File: config.mk
export PLATFORM = sky130hd
export DESIGN_NAME = vdu_control_code_decoder_flat
export DESIGN_NICKNAME = d
export VERILOG_FILES = /design/src/hw/rtl/vdu_pkg.sv /design/src/hw/rtl/vdu_in_if.sv /design/src/hw/rtl/vdu_out_if.sv /design/src/hw/rtl/vdu_decode.sv /design/src/hw/rtl/vdu_control_code_decoder.sv /design/src/flat_wrapper.sv
export VERILOG_INCLUDE_DIRS = /design/src /design/src/hw/rtl
export SDC_FILE = /design/constraint.sdc
export NUM_CORES = 1
export LEC_CHECK = 0
export BUFFER_PORTS_ARGS = -buffer_cell sky130_fd_sc_hd__buf_4
export CAP_MARGIN = 20
export CORE_MARGIN = 2
export CORE_UTILIZATION = 45
export DETAILED_ROUTE_END_ITERATION = 8
export GPL_TIMING_DRIVEN = 0
export PLACE_DENSITY = 0.6
export SYNTH_ARGS = -nofsm -noshare
export SYNTH_HDL_FRONTEND = slang
export SYNTH_SLANG_ARGS = --single-unit
File: constraint.sdc
create_clock -name clk -period 28.8 [get_ports clk]
set_input_delay 0 -clock clk [delete_from_list [all_inputs] [get_ports clk]]
set_output_delay 0 -clock clk [all_outputs]
set_load 0.1 [all_outputs]
File: src/hw/rtl/vdu_control_code_decoder_defines.svh
// Assertion helpers shared by the decoder RTL.
`ifndef VDU_CONTROL_CODE_DECODER_DEFINES_SVH
`define VDU_CONTROL_CODE_DECODER_DEFINES_SVH

// Same-cycle implication, checked out of reset.
`define VDU_ASSERT_NOW(label, ante, cons, msg) \
	label: assert property (@(posedge clk) disable iff (!arst_n) (ante) |-> (cons)) \
		else $error(msg);

// Next-cycle implication, checked out of reset.
`define VDU_ASSERT_NEXT(label, ante, cons, msg) \
	label: assert property (@(posedge clk) disable iff (!arst_n) (ante) |=> (cons)) \
		else $error(msg);

`endif

File: src/hw/rtl/vdu_pkg.sv
package vdu_pkg;

	localparam int PARAM_DEPTH = 9;
	localparam int MAX_RESULTS = 4;

	// Control codes that act
	localparam logic [4:0] CODE_BS      = 5'd8;
	localparam logic [4:0] CODE_LF      = 5'd10;
	localparam logic [4:0] CODE_FF      = 5'd12;
	localparam logic [4:0] CODE_COLOUR  = 5'd17;
	localparam logic [4:0] CODE_GCOL    = 5'd18;
	localparam logic [4:0] CODE_PALETTE = 5'd19;
	localparam logic [4:0] CODE_MODE    = 5'd22;
	localparam logic [4:0] CODE_DEFCHR  = 5'd23;
	localparam logic [4:0] CODE_PLOT    = 5'd25;
	localparam logic [4:0] CODE_HOME    = 5'd30;
	localparam logic [4:0] CODE_TAB     = 5'd31;

	// Plot shape selector (mode >> 3)
	localparam logic [4:0] SHAPE_LINE = 5'd0;
	localparam logic [4:0] SHAPE_DOT  = 5'd8;
	localparam logic [4:0] SHAPE_TRI  = 5'd10;

	// Plot colour selector (mode bits 1..0)
	localparam logic [1:0] PCOL_NONE = 2'd0;
	localparam logic [1:0] PCOL_FG   = 2'd1;
	localparam logic [1:0] PCOL_INV  = 2'd2;
	localparam logic [1:0] PCOL_BG   = 2'd3;

	localparam logic [7:0]  INVERT_COLOUR = 8'h3f;
	localparam logic [7:0]  MAX_MODE      = 8'd4;
	localparam logic [7:0]  MONO_MODE     = 8'd2;
	localparam logic [9:0]  TOP_Y_TALL    = 10'd1023;
	localparam logic [9:0]  TOP_Y_STD     = 10'd959;
	localparam logic [10:0] NARROW_WIDTH  = 11'd320;
	localparam logic [10:0] TALL_HEIGHT   = 11'd256;
	localparam logic [10:0] HIRES_HEIGHT  = 11'd400;

	typedef enum logic [3:0] {
		CMD_CHAR    = 4'd0,
		CMD_COLOUR  = 4'd1,
		CMD_PALETTE = 4'd2,
		CMD_MODE    = 4'd3,
		CMD_GLYPH   = 4'd4,
		CMD_LINE    = 4'd5,
		CMD_DOT     = 4'd6,
		CMD_TRI     = 4'd7,
		CMD_CURSOR  = 4'd8
	} cmd_t;

	typedef logic [3:0] pidx_t;
	typedef logic [7:0] param_arr_t [PARAM_DEPTH];

	typedef struct packed {
		logic [15:0] y;
		logic [15:0] x;
	} point_t;

	typedef struct packed {
		logic [4:0] pending_code;
		logic [3:0] param_count;
		logic [3:0] params_expected;
		logic [5:0] text_fg;
		logic [5:0] text_bg;
		logic [5:0] draw_fg;
		logic [5:0] draw_bg;
		logic [7:0] mono_fg;
		logic [7:0] mono_bg;
		point_t     prev_point;
		point_t     older_point;
		logic [9:0] top_y;
		logic [1:0] shift_x;
		logic [1:0] shift_y;
	} state_t;

	localparam state_t STATE_RESET = '{
		pending_code:    5'd0,
		param_count:     4'd0,
		params_expected: 4'd0,
		text_fg:         6'd3,
		text_bg:         6'd0,
		draw_fg:         6'd7,
		draw_bg:         6'd0,
		mono_fg:         8'd7,
		mono_bg:         8'd0,
		prev_point:      '0,
		older_point:     '0,
		top_y:           TOP_Y_STD,
		shift_x:         2'd1,
		shift_y:         2'd2
	};

	typedef struct packed {
		cmd_t               command;
		logic signed [15:0] x_a;
		logic signed [15:0] y_a;
		logic signed [15:0] x_b;
		logic signed [15:0] y_b;
		logic signed [15:0] x_c;
		logic signed [15:0] y_c;
		logic [7:0]         value_a;
		logic [7:0]         value_b;
		logic               invert;
		logic [63:0]        glyph_rows;
	} result_t;

	// Parameter bytes each control code collects before it acts
	function automatic logic [3:0] param_len(logic [4:0] code);
		logic [3:0] n;
		unique case (code)
			5'd1, 5'd17, 5'd22: n = 4'd1;
			5'd18, 5'd31:       n = 4'd2;
			5'd19, 5'd25:       n = 4'd5;
			5'd23:              n = 4'd9;
			5'd24:              n = 4'd8;
			5'd28, 5'd29:       n = 4'd4;
			default:            n = 4'd0;
		endcase
		return n;
	endfunction

	function automatic result_t simple_res(cmd_t cmd, logic [7:0] va, logic [7:0] vb);
		result_t r;
		r = '0;
		r.command = cmd;
		r.value_a = va;
		r.value_b = vb;
		return r;
	endfunction

	// Floor shift of the signed x coordinate
	function automatic logic signed [15:0] scale_x(point_t p, logic [1:0] sh);
		logic signed [15:0] xs;
		xs = $signed(p.x);
		return xs >>> sh;
	endfunction

	// Flip against top_y, then floor shift
	function automatic logic signed [15:0] scale_y(point_t p, logic [9:0] top,
		logic [1:0] sh);
		logic signed [16:0] d;
		logic signed [16:0] q;
		d = $signed({7'b0, top}) - $signed({p.y[15], p.y});
		q = d >>> sh;
		return q[15:0];
	endfunction

endpackage

File: src/hw/rtl/vdu_in_if.sv
interface vdu_in_if;
	logic        valid;
	logic        ready;
	logic [7:0]  code_byte;
	logic [10:0] display_width;
	logic [10:0] display_height;

	modport source (output valid, code_byte, display_width, display_height, input ready);
	modport sink (input valid, code_byte, display_width, display_height, output ready);
endinterface

File: src/hw/rtl/vdu_out_if.sv
interface vdu_out_if;
	logic               valid;
	logic               ready;
	logic [3:0]         command;
	logic signed [15:0] x_a;
	logic signed [15:0] y_a;
	logic signed [15:0] x_b;
	logic signed [15:0] y_b;
	logic signed [15:0] x_c;
	logic signed [15:0] y_c;
	logic [7:0]         value_a;
	logic [7:0]         value_b;
	logic               invert;
	logic [63:0]        glyph_rows;
	logic               last;

	modport source (output valid, command, x_a, y_a, x_b, y_b, x_c, y_c, value_a, value_b,
		invert, glyph_rows, last, input ready);
	modport sink (input valid, command, x_a, y_a, x_b, y_b, x_c, y_c, value_a, value_b,
		invert, glyph_rows, last, output ready);
endinterface

File: src/hw/rtl/vdu_decode.sv
module vdu_decode (
	input  logic [7:0]                                 code_byte,
	input  logic [10:0]                                display_width,
	input  logic [10:0]                                display_height,
	input  vdu_pkg::state_t                            st,
	input  vdu_pkg::param_arr_t                        params,
	output vdu_pkg::state_t                            st_next,
	output logic                                       wr_en,
	output vdu_pkg::pidx_t                             wr_idx,
	output vdu_pkg::result_t [vdu_pkg::MAX_RESULTS-1:0] res,
	output logic [2:0]                                 res_n
);
	import vdu_pkg::*;

	param_arr_t p;
	logic [3:0] cnt_inc;
	logic       go;
	logic [4:0] code;
	point_t     np;
	logic [15:0] dx, dy;
	logic [7:0] colour;
	logic       inv;
	logic       draw;
	logic [2:0] n;

	// Store write for a parameter byte
	assign wr_en  = (st.params_expected != 4'd0) && (st.param_count < 4'(PARAM_DEPTH));
	assign wr_idx = st.param_count;

	// Parameter view including the byte being written now
	always_comb begin
		for (int i = 0; i < PARAM_DEPTH; i++) begin
			p[i] = (wr_en && wr_idx == pidx_t'(i)) ? code_byte : params[i];
		end
	end

	// Plot geometry
	assign dx = {p[2], p[1]};
	assign dy = {p[4], p[3]};
	always_comb begin
		if (p[0][2]) begin
			np.x = dx;
			np.y = dy;
		end else begin
			np.x = st.prev_point.x + dx;
			np.y = st.prev_point.y + dy;
		end
	end

	// Plot colour
	always_comb begin
		colour = 8'd0;
		inv    = 1'b0;
		draw   = 1'b1;
		unique case (p[0][1:0])
			PCOL_FG:  colour = {2'b0, st.draw_fg};
			PCOL_INV: begin
				colour = INVERT_COLOUR;
				inv    = 1'b1;
			end
			PCOL_BG:  colour = {2'b0, st.draw_bg};
			default:  draw = 1'b0;
		endcase
	end

	// Byte routing, parameter collection and actions
	always_comb begin
		st_next = st;
		res     = '0;
		n       = 3'd0;
		go      = 1'b0;
		code    = code_byte[4:0];
		cnt_inc = st.param_count + 4'd1;

		if (st.params_expected != 4'd0) begin
			if (cnt_inc >= st.params_expected) begin
				st_next.params_expected = 4'd0;
				st_next.param_count     = 4'd0;
				go   = 1'b1;
				code = st.pending_code;
			end else begin
				st_next.param_count = cnt_inc;
			end
		end else if (code_byte < 8'd32) begin
			if (param_len(code_byte[4:0]) != 4'd0) begin
				st_next.pending_code    = code_byte[4:0];
				st_next.params_expected = param_len(code_byte[4:0]);
				st_next.param_count     = 4'd0;
			end else begin
				go = 1'b1;
			end
		end else if (code_byte[7]) begin
			res[0] = simple_res(CMD_CHAR, {3'b111, code_byte[4:0]}, 8'd0);
			n = 3'd1;
		end else begin
			res[0] = simple_res(CMD_CHAR, code_byte, 8'd0);
			n = 3'd1;
		end

		if (go) begin
			unique case (code)
				CODE_BS, CODE_LF, CODE_FF: begin
					res[0] = simple_res(CMD_CHAR, {3'b0, code}, 8'd0);
					n = 3'd1;
				end
				CODE_COLOUR: begin
					if (p[0][7]) st_next.text_bg = p[0][5:0];
					else st_next.text_fg = p[0][5:0];
					res[0] = simple_res(CMD_COLOUR, {2'b0, st_next.text_fg},
						{2'b0, st_next.text_bg});
					n = 3'd1;
				end
				CODE_GCOL: begin
					if (p[1][7]) st_next.draw_bg = p[1][5:0];
					else st_next.draw_fg = p[1][5:0];
				end
				CODE_PALETTE: begin
					if (p[0] == 8'd0) st_next.mono_bg = p[1];
					else st_next.mono_fg = p[1];
					res[0] = simple_res(CMD_PALETTE, st_next.mono_fg, st_next.mono_bg);
					n = 3'd1;
				end
				CODE_MODE: begin
					if (p[0] <= MAX_MODE) begin
						if (p[0] == MONO_MODE) begin
							res[n[1:0]] = simple_res(CMD_PALETTE, 8'd7, 8'd0);
							n = n + 3'd1;
						end
						res[n[1:0]] = simple_res(CMD_MODE, p[0], 8'd0);
						n = n + 3'd1;
						res[n[1:0]] = simple_res(CMD_CHAR, {3'b0, CODE_FF}, 8'd0);
						n = n + 3'd1;
						res[n[1:0]] = simple_res(CMD_COLOUR, 8'd7, 8'd0);
						n = n + 3'd1;
						st_next.text_fg = 6'd7;
						st_next.text_bg = 6'd0;
						st_next.draw_fg = 6'd7;
						st_next.draw_bg = 6'd0;
						st_next.mono_fg = 8'd7;
						st_next.mono_bg = 8'd0;
					end
					st_next.top_y   = (display_height == TALL_HEIGHT) ? TOP_Y_TALL : TOP_Y_STD;
					st_next.shift_x = (display_width == NARROW_WIDTH) ? 2'd2 : 2'd1;
					st_next.shift_y = (display_height < HIRES_HEIGHT) ? 2'd2 : 2'd1;
					st_next.prev_point  = '0;
					st_next.older_point = '0;
				end
				CODE_DEFCHR: begin
					if (p[0][7]) begin
						res[0] = simple_res(CMD_GLYPH, {3'b111, p[0][4:0]}, 8'd0);
						res[0].glyph_rows = {p[8], p[7], p[6], p[5], p[4], p[3], p[2], p[1]};
						n = 3'd1;
					end
				end
				CODE_PLOT: begin
					if (draw) begin
						res[0].x_a     = scale_x(np, st.shift_x);
						res[0].y_a     = scale_y(np, st.top_y, st.shift_y);
						res[0].value_a = colour;
						res[0].invert  = inv;
						unique case (p[0][7:3])
							SHAPE_LINE: begin
								res[0].command = CMD_LINE;
								res[0].x_b = scale_x(st.prev_point, st.shift_x);
								res[0].y_b = scale_y(st.prev_point, st.top_y, st.shift_y);
								n = 3'd1;
							end
							SHAPE_DOT: begin
								res[0].command = CMD_DOT;
								n = 3'd1;
							end
							SHAPE_TRI: begin
								res[0].command = CMD_TRI;
								res[0].x_b = scale_x(st.prev_point, st.shift_x);
								res[0].y_b = scale_y(st.prev_point, st.top_y, st.shift_y);
								res[0].x_c = scale_x(st.older_point, st.shift_x);
								res[0].y_c = scale_y(st.older_point, st.top_y, st.shift_y);
								n = 3'd1;
							end
							default: n = 3'd0;
						endcase
					end
					st_next.older_point = st.prev_point;
					st_next.prev_point  = np;
				end
				CODE_HOME: begin
					res[0] = simple_res(CMD_CURSOR, 8'd0, 8'd0);
					n = 3'd1;
				end
				CODE_TAB: begin
					res[0] = simple_res(CMD_CURSOR, p[0], p[1]);
					n = 3'd1;
				end
				default: n = 3'd0;
			endcase
		end
		res_n = n;
	end

endmodule

File: src/hw/rtl/vdu_control_code_decoder.sv
// VDU control code decoder. Takes one VDU stream byte per transfer on stream and
// delivers action commands on action, one per transfer, with last set on the final
// command that a byte causes. A byte sits in the input register, where the whole
// decode and state update happens, and its zero to four commands (four on a mode 2
// switch) then wait in a result buffer that drains one command per cycle while
// action is ready. Parameter bytes and other bytes without commands retire at one
// per cycle, also while earlier commands are queued; a byte with commands waits in
// the input register until the buffer is empty or its last command transfers.
// Display width and height travel with every byte and are only read when a mode
// switch completes. Parameter store entries never written read as don't-care.
`include "vdu_control_code_decoder_defines.svh"

module vdu_control_code_decoder (
	input logic     clk,
	input logic     arst_n,
	vdu_in_if.sink  stream,
	vdu_out_if.source action
);
	import vdu_pkg::*;

	// Input register
	logic        v_s1;
	logic [7:0]  byte_s1;
	logic [10:0] width_s1;
	logic [10:0] height_s1;

	// Decoder state
	state_t      st_q;
	param_arr_t  store_q;

	// Result buffer
	result_t [MAX_RESULTS-1:0] buf_q;
	logic [2:0] buf_cnt_q;
	logic [1:0] buf_idx_q;

	state_t     st_next;
	logic       wr_en;
	pidx_t      wr_idx;
	result_t [MAX_RESULTS-1:0] res;
	logic [2:0] res_n;
	logic       out_xfer;
	logic       out_last;
	logic       buf_free;
	logic       adv_s1;
	result_t    cur;

	vdu_decode u_decode (
		.code_byte      (byte_s1),
		.display_width  (width_s1),
		.display_height (height_s1),
		.st             (st_q),
		.params         (store_q),
		.st_next        (st_next),
		.wr_en          (wr_en),
		.wr_idx         (wr_idx),
		.res            (res),
		.res_n          (res_n)
	);

	// Handshake control
	assign out_last = buf_idx_q == 2'(buf_cnt_q - 3'd1);
	assign out_xfer = action.valid && action.ready;
	assign buf_free = (buf_cnt_q == 3'd0) || (out_xfer && out_last);
	assign adv_s1   = v_s1 && ((res_n == 3'd0) || buf_free);
	assign stream.ready = !v_s1 || adv_s1;

	// Input register
	always_ff @(posedge clk or negedge arst_n) begin
		if (!arst_n) begin
			v_s1 <= 1'b0;
		end else if (stream.ready) begin
			v_s1 <= stream.valid;
		end
	end

	always_ff @(posedge clk) begin
		if (stream.valid && stream.ready) begin
			byte_s1   <= stream.code_byte;
			width_s1  <= stream.display_width;
			height_s1 <= stream.display_height;
		end
	end

	// State update on retire
	always_ff @(posedge clk or negedge arst_n) begin
		if (!arst_n) begin
			st_q <= STATE_RESET;
		end else if (adv_s1) begin
			st_q <= st_next;
		end
	end

	always_ff @(posedge clk) begin
		if (adv_s1 && wr_en) begin
			store_q[wr_idx] <= byte_s1;
		end
	end

	// Result buffer fill and drain
	always_ff @(posedge clk or negedge arst_n) begin
		if (!arst_n) begin
			buf_cnt_q <= 3'd0;
			buf_idx_q <= 2'd0;
		end else begin
			if (out_xfer) begin
				if (out_last) begin
					buf_cnt_q <= 3'd0;
					buf_idx_q <= 2'd0;
				end else begin
					buf_idx_q <= buf_idx_q + 2'd1;
				end
			end
			if (adv_s1 && res_n != 3'd0) begin
				buf_cnt_q <= res_n;
				buf_idx_q <= 2'd0;
			end
		end
	end

	always_ff @(posedge clk) begin
		if (adv_s1 && res_n != 3'd0) begin
			buf_q <= res;
		end
	end

	// Output payload
	assign cur               = buf_q[buf_idx_q];
	assign action.valid      = buf_cnt_q != 3'd0;
	assign action.command    = cur.command;
	assign action.x_a        = cur.x_a;
	assign action.y_a        = cur.y_a;
	assign action.x_b        = cur.x_b;
	assign action.y_b        = cur.y_b;
	assign action.x_c        = cur.x_c;
	assign action.y_c        = cur.y_c;
	assign action.value_a    = cur.value_a;
	assign action.value_b    = cur.value_b;
	assign action.invert     = cur.invert;
	assign action.glyph_rows = cur.glyph_rows;
	assign action.last       = out_last;

	// Checks
	`VDU_ASSERT_NOW(a_idx_in_range, action.valid, {1'b0, buf_idx_q} < buf_cnt_q, "result index past buffer fill")
	`VDU_ASSERT_NEXT(a_s1_hold, v_s1 && !adv_s1, v_s1 && $stable(byte_s1), "stalled input byte lost")
	`VDU_ASSERT_NOW(a_idle_count, st_q.params_expected == 4'd0, st_q.param_count == 4'd0, "param count without pending code")
	`VDU_ASSERT_NOW(a_count_bound, st_q.params_expected != 4'd0, st_q.param_count < st_q.params_expected, "param count overran expected")

endmodule
File: src/flat_wrapper.sv
// flat-port wrapper written by rule: the top's interface ports become plain ports
module vdu_control_code_decoder_flat import vdu_pkg::*;
  (clk, arst_n, stream_valid, stream_code_byte, stream_display_width, stream_display_height, stream_ready, action_valid, action_command, action_x_a, action_y_a, action_x_b, action_y_b, action_x_c, action_y_c, action_value_a, action_value_b, action_invert, action_glyph_rows, action_last, action_ready);
  vdu_in_if stream_i ();
  vdu_out_if action_i ();
  input logic clk;
  input logic arst_n;
  input wire logic [$bits(stream_i.valid)-1:0] stream_valid;
  input wire logic [$bits(stream_i.code_byte)-1:0] stream_code_byte;
  input wire logic [$bits(stream_i.display_width)-1:0] stream_display_width;
  input wire logic [$bits(stream_i.display_height)-1:0] stream_display_height;
  output wire logic [$bits(stream_i.ready)-1:0] stream_ready;
  output wire logic [$bits(action_i.valid)-1:0] action_valid;
  output wire logic [$bits(action_i.command)-1:0] action_command;
  output wire logic [$bits(action_i.x_a)-1:0] action_x_a;
  output wire logic [$bits(action_i.y_a)-1:0] action_y_a;
  output wire logic [$bits(action_i.x_b)-1:0] action_x_b;
  output wire logic [$bits(action_i.y_b)-1:0] action_y_b;
  output wire logic [$bits(action_i.x_c)-1:0] action_x_c;
  output wire logic [$bits(action_i.y_c)-1:0] action_y_c;
  output wire logic [$bits(action_i.value_a)-1:0] action_value_a;
  output wire logic [$bits(action_i.value_b)-1:0] action_value_b;
  output wire logic [$bits(action_i.invert)-1:0] action_invert;
  output wire logic [$bits(action_i.glyph_rows)-1:0] action_glyph_rows;
  output wire logic [$bits(action_i.last)-1:0] action_last;
  input wire logic [$bits(action_i.ready)-1:0] action_ready;
  assign stream_i.valid = stream_valid;
  assign stream_i.code_byte = stream_code_byte;
  assign stream_i.display_width = stream_display_width;
  assign stream_i.display_height = stream_display_height;
  assign stream_ready = stream_i.ready;
  assign action_valid = action_i.valid;
  assign action_command = action_i.command;
  assign action_x_a = action_i.x_a;
  assign action_y_a = action_i.y_a;
  assign action_x_b = action_i.x_b;
  assign action_y_b = action_i.y_b;
  assign action_x_c = action_i.x_c;
  assign action_y_c = action_i.y_c;
  assign action_value_a = action_i.value_a;
  assign action_value_b = action_i.value_b;
  assign action_invert = action_i.invert;
  assign action_glyph_rows = action_i.glyph_rows;
  assign action_last = action_i.last;
  assign action_i.ready = action_ready;
  vdu_control_code_decoder u_core (.clk(clk), .arst_n(arst_n), .stream(stream_i), .action(action_i));
endmodule
==> run_results.csv, run 1 <==
group,metric,value,unit
yosys,synth-edff-count,312,
route,wirelength,79500,um
finish,final_common_cell,"edfxtp_1",
yosys,ys_seq_area_share,51.6,%
finish,final_cell_area,0.0292,sq mm
clock_network,clk_pin_slew_worst_paths,0.06,ns
sta,max_freq,0.154,GHz
global_routing,grt-ovfl-total,0,
floorplanning,initial_core_util,45.6,%
sta,setup_viol,0,
sta,final.min_clock_period,6.48,ns
floorplanning,fp.dieH,237,um
global_routing,antenna_found_initial,1,
finish,nFillCells,4749,
route,drc,0,
clock_network,cts_resized,0,
critical_path,cp_slowest_stage_delay,0.97,ns
route,ant_nets,0,
sta,period_share,22.5,%
route,wl_per_cell,24.2,um
critical_path,worst_ep_required_time,29.05,ns
place,placed_cell_area,0.0272,sq mm
floorplanning,io_pins,218,
place,io_buffers,217,
critical_path,cpMaxStageDelayCell,"a2111oi_0",
sta,rsz0062_at_grt,"no",
global_routing,grt_pass1_vias,19300,
finish,final_util,54.3,%
finish,most-common-layout-cells,"edfxtp_1 (312), buf_4 (225), nor2_1 (197)",
finish,syn_to_final_growth,19.1,%
yosys,postSynthCellCount,2227,
critical_path,worstPathMaxFanout,9,
global_routing,grt_first_pass_wirelength,120000,um
status,status,"complete, no violations",
clock_network,clk_latency,0.61,ns
route,viasPerCell,5.95,
place,routabilityCongestion,0.952,
place,place_hpwl,58300,um
route,firstDrtPassIters,6,
clock_network,cts_buffer_depth,3,
floorplanning,dieArea,0.0564,sq mm
finish,diodes,0,
yosys,synth.distinct_cells,101,
sta,fin_skew,0.0204,ns
yosys,ys_warn_count,0,
sta,slew_headroom,23.9,%
critical_path,crit_chain,"ha_1, nand2b_1, nor3_4, mux2i_1, inv_1, ha_1, fa_1, a211o_1, a21o_1, a21oi_1, xnor2_1, nor2_1, a21oi_1, ha_1, o21ai_0, a21oi_1, a211oi_1, nor4b_2, nand3b_1, a22oi_1, a2111oi_0",
clock_network,holdBufCountCts,34,
route,vias,19500,
global_routing,grt_max_degree,75,
sta,tightest_slew,1.11,ns
clock_network,numCtsBuffers,48,
run,cap_violations,0,
clock_network,post_cts_buffers,0,
critical_path,start_kind,"register",
sta,fin_tns_setup,0,ns
critical_path,crit_path_end_kind,"register",
min_path,min_path_type,"in2async",
sta,finalHoldViolCount,0,
route,initialDrtViolationCount,1727,
floorplanning,die_w,237,um
critical_path,critPathBufInv,1,
clock_network,cts_num_sinks,444,
sta,slew_viol_final,0,
clock_network,h-tree-depth,2,
yosys,async_flop_share,28.8,%
clock_network,root_buffer,"clkbuf_16",
finish,layout-drive-gt1-share,17.1,%
yosys,synthFlopType,"edfxtp_1",
finish,layout.nets,2634,
critical_path,worstSetupPathType,"reg2reg",
critical_path,cp_top_family,"compound AO/OA/AOI/OAI gates",
yosys,syn_area,0.0245,sq mm
floorplanning,rows,85,
floorplanning,core_area,0.0538,sq mm
yosys,syn_avg_cell_area,11.0,sq um
global_routing,track_usage,28.0,%
critical_path,arrival,6.73,ns
yosys,ys_ff_latch,444,
clock_network,cts_tree,"built",
[state kept, by name (all words and copies together) (netlist names), 2 cells and up, named ones only]
name / flops
u_core.width_s1: 11
u_core.height_s1: 11
u_core.buf_idx_q: 2
u_core.buf_cnt_q: 3
u_core.store_q: 72
u_core.st_q: 122
u_core.buf_q: 210
u_core.byte_s1: 8
[area by class of cell]
| cell class | count | area [sq um] | share of cell area [%] |
|---|---|---|---|
| Inverter | 60 | 225 | 0.771 |
| Sequential cell | 444 | 12700 | 43.4 |
| Clock buffer | 65 | 1320 | 4.51 |
| Multi-Input combinational cell | 1589 | 11100 | 38.0 |
| Buffer | 145 | 598 | 2.05 |
| Clock inverter | 25 | 292 | 0.998 |
| Tap cell | 696 | 871 | 2.98 |
| Timing Repair Buffer | 260 | 2130 | 7.31 |
[layer usage]
layer	up-vias	track usage (%)	share of wire [%]
met5	-	0	0
met2	777	46.5	48
met3	153	4.30	6.3
met1	9674	37.8	43
li1	8929	-	-
met4	0	8.96	3.2
[cell families after synthesis]
group / after synthesis / share of synthesized area, %
other: 1 / 0.0153
xor gates and xnor gates: 44 / 1.57
muxes: 159 / 8.93
adders and majority gates: 52 / 2.71
DFF: 444 / 51.6
and+or+nand+nor: 795 / 16.8
buffers and inverters: 205 / 3.36
AOI/OAI and AO/OA: 527 / 14.9
[worst paths after layout]
| path | startpoint | end | slack, ns | depth (start not counted) |
|---|---|---|---|---|
| hold / removal | arst_n | u_core.buf_cnt_q[1]$_DFFE_PN0P_ | 0.006 | 2 |
| setup reg to reg | u_core.st_q[122]$_DFFE_PN0P_ | u_core.buf_q[159]$_SDFFCE_PN0N_ | 22.32 | 21 |
| min in group clk | stream_display_width[3] | u_core.width_s1[3]$_DFFE_PP_ | 0.11 | 2 |
| setup / recovery | u_core.st_q[122]$_DFFE_PN0P_ | u_core.buf_q[159]$_SDFFCE_PN0N_ | 22.32 | 21 |
| hold reg to reg | register | u_core.st_q[119]$_DFFE_PN0P_ | 0.49 | 1 |
| max in group asynchronous | arst_n | u_core.st_q[2]$_DFFE_PN1P_ | 27.98 | 3 |
[cells in the mapped netlist, types with 18 or more instances]
library cell,instances,area share [%]
nor2_1,197,3.0
a211oi_1,47,1.4
nor4_1,20,0.51
a21o_1,26,0.80
inv_1,56,0.86
and2_1,193,4.9
a22o_1,61,2.2
mux2i_1,76,3.1
clkbuf_1,113,1.7
mux2_2,26,1.2
edfxtp_1,312,38
dfrtp_1,118,12
nand3_1,54,1.1
and3_1,18,0.46
o2bb2ai_1,21,0.75
nor2b_1,36,0.92
ha_1,50,2.6
nand2_1,143,2.2
a31oi_1,18,0.46
o21ai_0,79,1.6
a21oi_1,133,2.7
nor3_1,46,0.94
mux4_2,42,3.9
xnor2_1,28,1.0
[per-stage QoR]
stage / cells / hold WS (ns) / setup slack [ns]
5_1_grt: 3284 / 0.0622 / 22.09
3_3_place_gp: 3151 / 0.178 / 16.90
3_5_place_dp: 3159 / 0.0871 / 22.47
6_report: 3284 / 0.00596 / 22.32
4_1_cts: 3283 / 0.00869 / 22.43
2_1_floorplan: 2238 / -0.296 / 19.72
Power of run 1 is not shown: default switching activity piles up to over one toggle a cycle in this logic, so the estimate is an artifact.
==> run 2: changes to the inputs <==
--- a/config.mk
+++ b/config.mk
@@ -12,7 +12,7 @@
 export CORE_UTILIZATION = 45
 export DETAILED_ROUTE_END_ITERATION = 8
 export GPL_TIMING_DRIVEN = 0
-export PLACE_DENSITY = 0.6
+export PLACE_DENSITY = 0.62
 export SYNTH_ARGS = -nofsm -noshare
 export SYNTH_HDL_FRONTEND = slang
 export SYNTH_SLANG_ARGS = --single-unit
==> constraint.sdc (replaced) <==
create_clock -name clk -period 5.2 [get_ports clk]
set_input_delay 0 -clock clk [delete_from_list [all_inputs] [get_ports clk]]
set_output_delay 0 -clock clk [all_outputs]
set_load 0.1 [all_outputs]
==> run 2 against run 1 <==
Net effect: design area is 2.2% higher; core utilization is 1.2 points higher; global-route usage is 0.34 points higher; first-iteration DRC count is 36% higher; wire length is 1.2% higher; non-clock buffer count is 22 higher; die area stayed put; critical endpoint is now u_core.buf_q[173]$_SDFFCE_PN0N_; highest routed layer unchanged.
==> run_results.csv, run 2 (same netlist as run 1, synthesis figures left out) <==
group,metric,value,unit
route,ant_nets,0,
place,io_buffers,217,
global_routing,grt_first_pass_wirelength,121000,um
global_routing,grt_max_degree,89,
min_path,min_path_type,"in2reg",
finish,final_common_cell,"edfxtp_1",
critical_path,worst_ep_required_time,5.49,ns
clock_network,root_buffer,"clkbuf_16",
min_path,min_path_cells,2,
clock_network,cts_tree,"built",
place,place_hpwl,57700,um
global_routing,track_usage,28.3,%
sta,final.min_clock_period,5.07,ns
sta,slew_viol_final,0,
finish,layout.nets,2658,
floorplanning,initial_core_util,45.6,%
global_routing,busiest_layer,"met2",
sta,finalHoldViolCount,0,
route,drc,0,
place,pre_cts_slack,-0.985,ns
route,initialDrtViolationCount,2346,
finish,layout-drive-gt1-share,20.7,%
global_routing,grtUsageMet3,3.73,%
finish,largest_reg_flops,210,
critical_path,worstSetupPathType,"reg2reg",
clock_network,cts_buffer_depth,3,
sta,rsz0062_at_grt,"yes",
route,firstDrtPassIters,8,
finish,syn_to_final_growth,21.7,%
floorplanning,die_w,237,um
critical_path,crit_path_end_kind,"register",
critical_path,rrSetupSlack,0.13,ns
global_routing,grt_use_met2,46.6,%
critical_path,reg2reg_to,"u_core.buf_q[173]$_SDFFCE_PN0N_",
floorplanning,core_area,0.0538,sq mm
sta,setup_viol,0,
sta,fin_skew,0.0139,ns
clock_network,clk_pin_slew_worst_paths,0.06,ns
critical_path,start_kind,"register",
clock_network,clk_latency,0.61,ns
clock_network,numCtsBuffers,49,
floorplanning,io_pins,218,
global_routing,grt_pass1_vias,19400,
critical_path,rr_startpoint,"u_core.st_q[120]$_DFFE_PN0P_",
sta,period_share,97.5,%
route,wl_per_cell,24.3,um
finish,most-common-layout-cells,"edfxtp_1 (312), buf_4 (249), and2_1 (192)",
status,status,"complete, no violations",
route,vias,19800,
sta,max_freq,0.197,GHz
floorplanning,rows,85,
sta,slew_headroom,23.7,%
clock_network,cts_num_sinks,444,
floorplanning,dieArea,0.0564,sq mm
run,cap_violations,0,
min_path,holdPathEnd,"u_core.byte_s1[5]$_DFFE_PP_",
global_routing,antenna_found_initial,2,
critical_path,ff2ff_path_depth,18,
global_routing,grt-ovfl-total,0,
finish,top_regs,"u_core.buf_q (210), u_core.st_q (122), u_core.store_q (72)",
route,viasPerCell,5.99,
finish,largest-register,"u_core.buf_q",
critical_path,worstPathMaxFanout,10,
floorplanning,fp.dieH,237,um
sta,holdWs,0.107,ns
finish,diodes,0,
sta,tightest_slew,1.14,ns
sta,setup_slack,0.128,ns
global_routing,met1_usage,38.4,%
clock_network,h-tree-depth,2,
critical_path,arrival,5.37,ns
route,wirelength,80500,um
place,routabilityCongestion,0.929,
min_path,hp-start,"stream_code_byte[5]",
## run 2: changes by cell type in the layout (fill, tap and decap cells not counted), moves of 9 or more
cell,change
buf_4,+24
clkbuf_1,-16
a21oi_1,-10
mux2i_1,-10
nor2_1,-9
## run 2: how the worst max path moves through the flow
stage | slack [ns] | to | start
after floorplan | -0.05 | u_core.buf_q[0]$_SDFFCE_PN0N_ | u_core.byte_s1[6]$_DFFE_PP_
final | 0.13 | u_core.buf_q[173]$_SDFFCE_PN0N_ | u_core.st_q[120]$_DFFE_PN0P_
after detailed placement | -0.99 | u_core.buf_q[173]$_SDFFCE_PN0N_ | u_core.st_q[119]$_DFFE_PN0P_
after global placement | -1.43 | u_core.buf_q[140]$_SDFFCE_PN0N_ | u_core.st_q[119]$_DFFE_PN0P_
after global routing | -0.09 | u_core.buf_q[159]$_SDFFCE_PN0N_ | u_core.st_q[123]$_DFFE_PN0P_
after CTS | 0.01 | u_core.buf_q[26]$_SDFFCE_PN0N_ | u_core.st_q[119]$_DFFE_PN0P_
## run 2: cell type report
class	count	area, sq um
Buffer	140	607
Clock buffer	58	1270
Clock inverter	32	359
Fill cell	4659	24000
Inverter	60	225
Multi-Input combinational cell	1590	11500
Sequential cell	444	12700
Tap cell	696	871
Timing Repair Buffer	287	2350
## run 2: per-stage QoR
| step | area, sq um | util [%] | setup TNS, ns | instances |
|---|---|---|---|---|
| finish | 29900 | 55.5 | 0 | 3307 |
| global route | 29900 | 55.5 | -0.0991 | 3307 |
| CTS | 29600 | 55.1 | 0 | 3301 |
| detailed placement | 27300 | 50.7 | -102.56 | 3160 |
| global placement | 27100 | 50.4 | -346.45 | 3151 |
| floorplan | 24600 | - | -9.59 | 2238 |
## run 2: critical path, cell delays in order, from the launching register on
cell and delay (ns):
dfrtp_1 0.44, nor4_4 0.35, buf_6 0.22, nor3_1 0.09
nand2_2 0.17, buf_6 0.22, mux2i_4 0.33, inv_1 0.14
ha_1 0.36, o21a_1 0.22, or3_1 0.35, a41o_1 0.32
a221oi_4 0.29, o21ai_0 0.16, a41oi_2 0.25, xnor2_1 0.21
nor2_1 0.12, xor2_2 0.30, a31oi_1 0.20
## run 2: repair_timing
item	in CTS	in global routing
cloned	1	0
hold buffers	36	0
hold endpoints to repair	170	0
resized for setup	46	40
buffers inserted	16	9
setup endpoints to repair	381	245
pin swaps	5	3
## run 2: per-layer routing
metal / share of wire, % / vias to the layer above
li1: - / 8975
met1: 42 / 9815
met3: 6.6 / 156
met2: 47 / 848
met5: 0 / -
met4: 3.8 / 0
Power of run 2 is left out for the same reason.
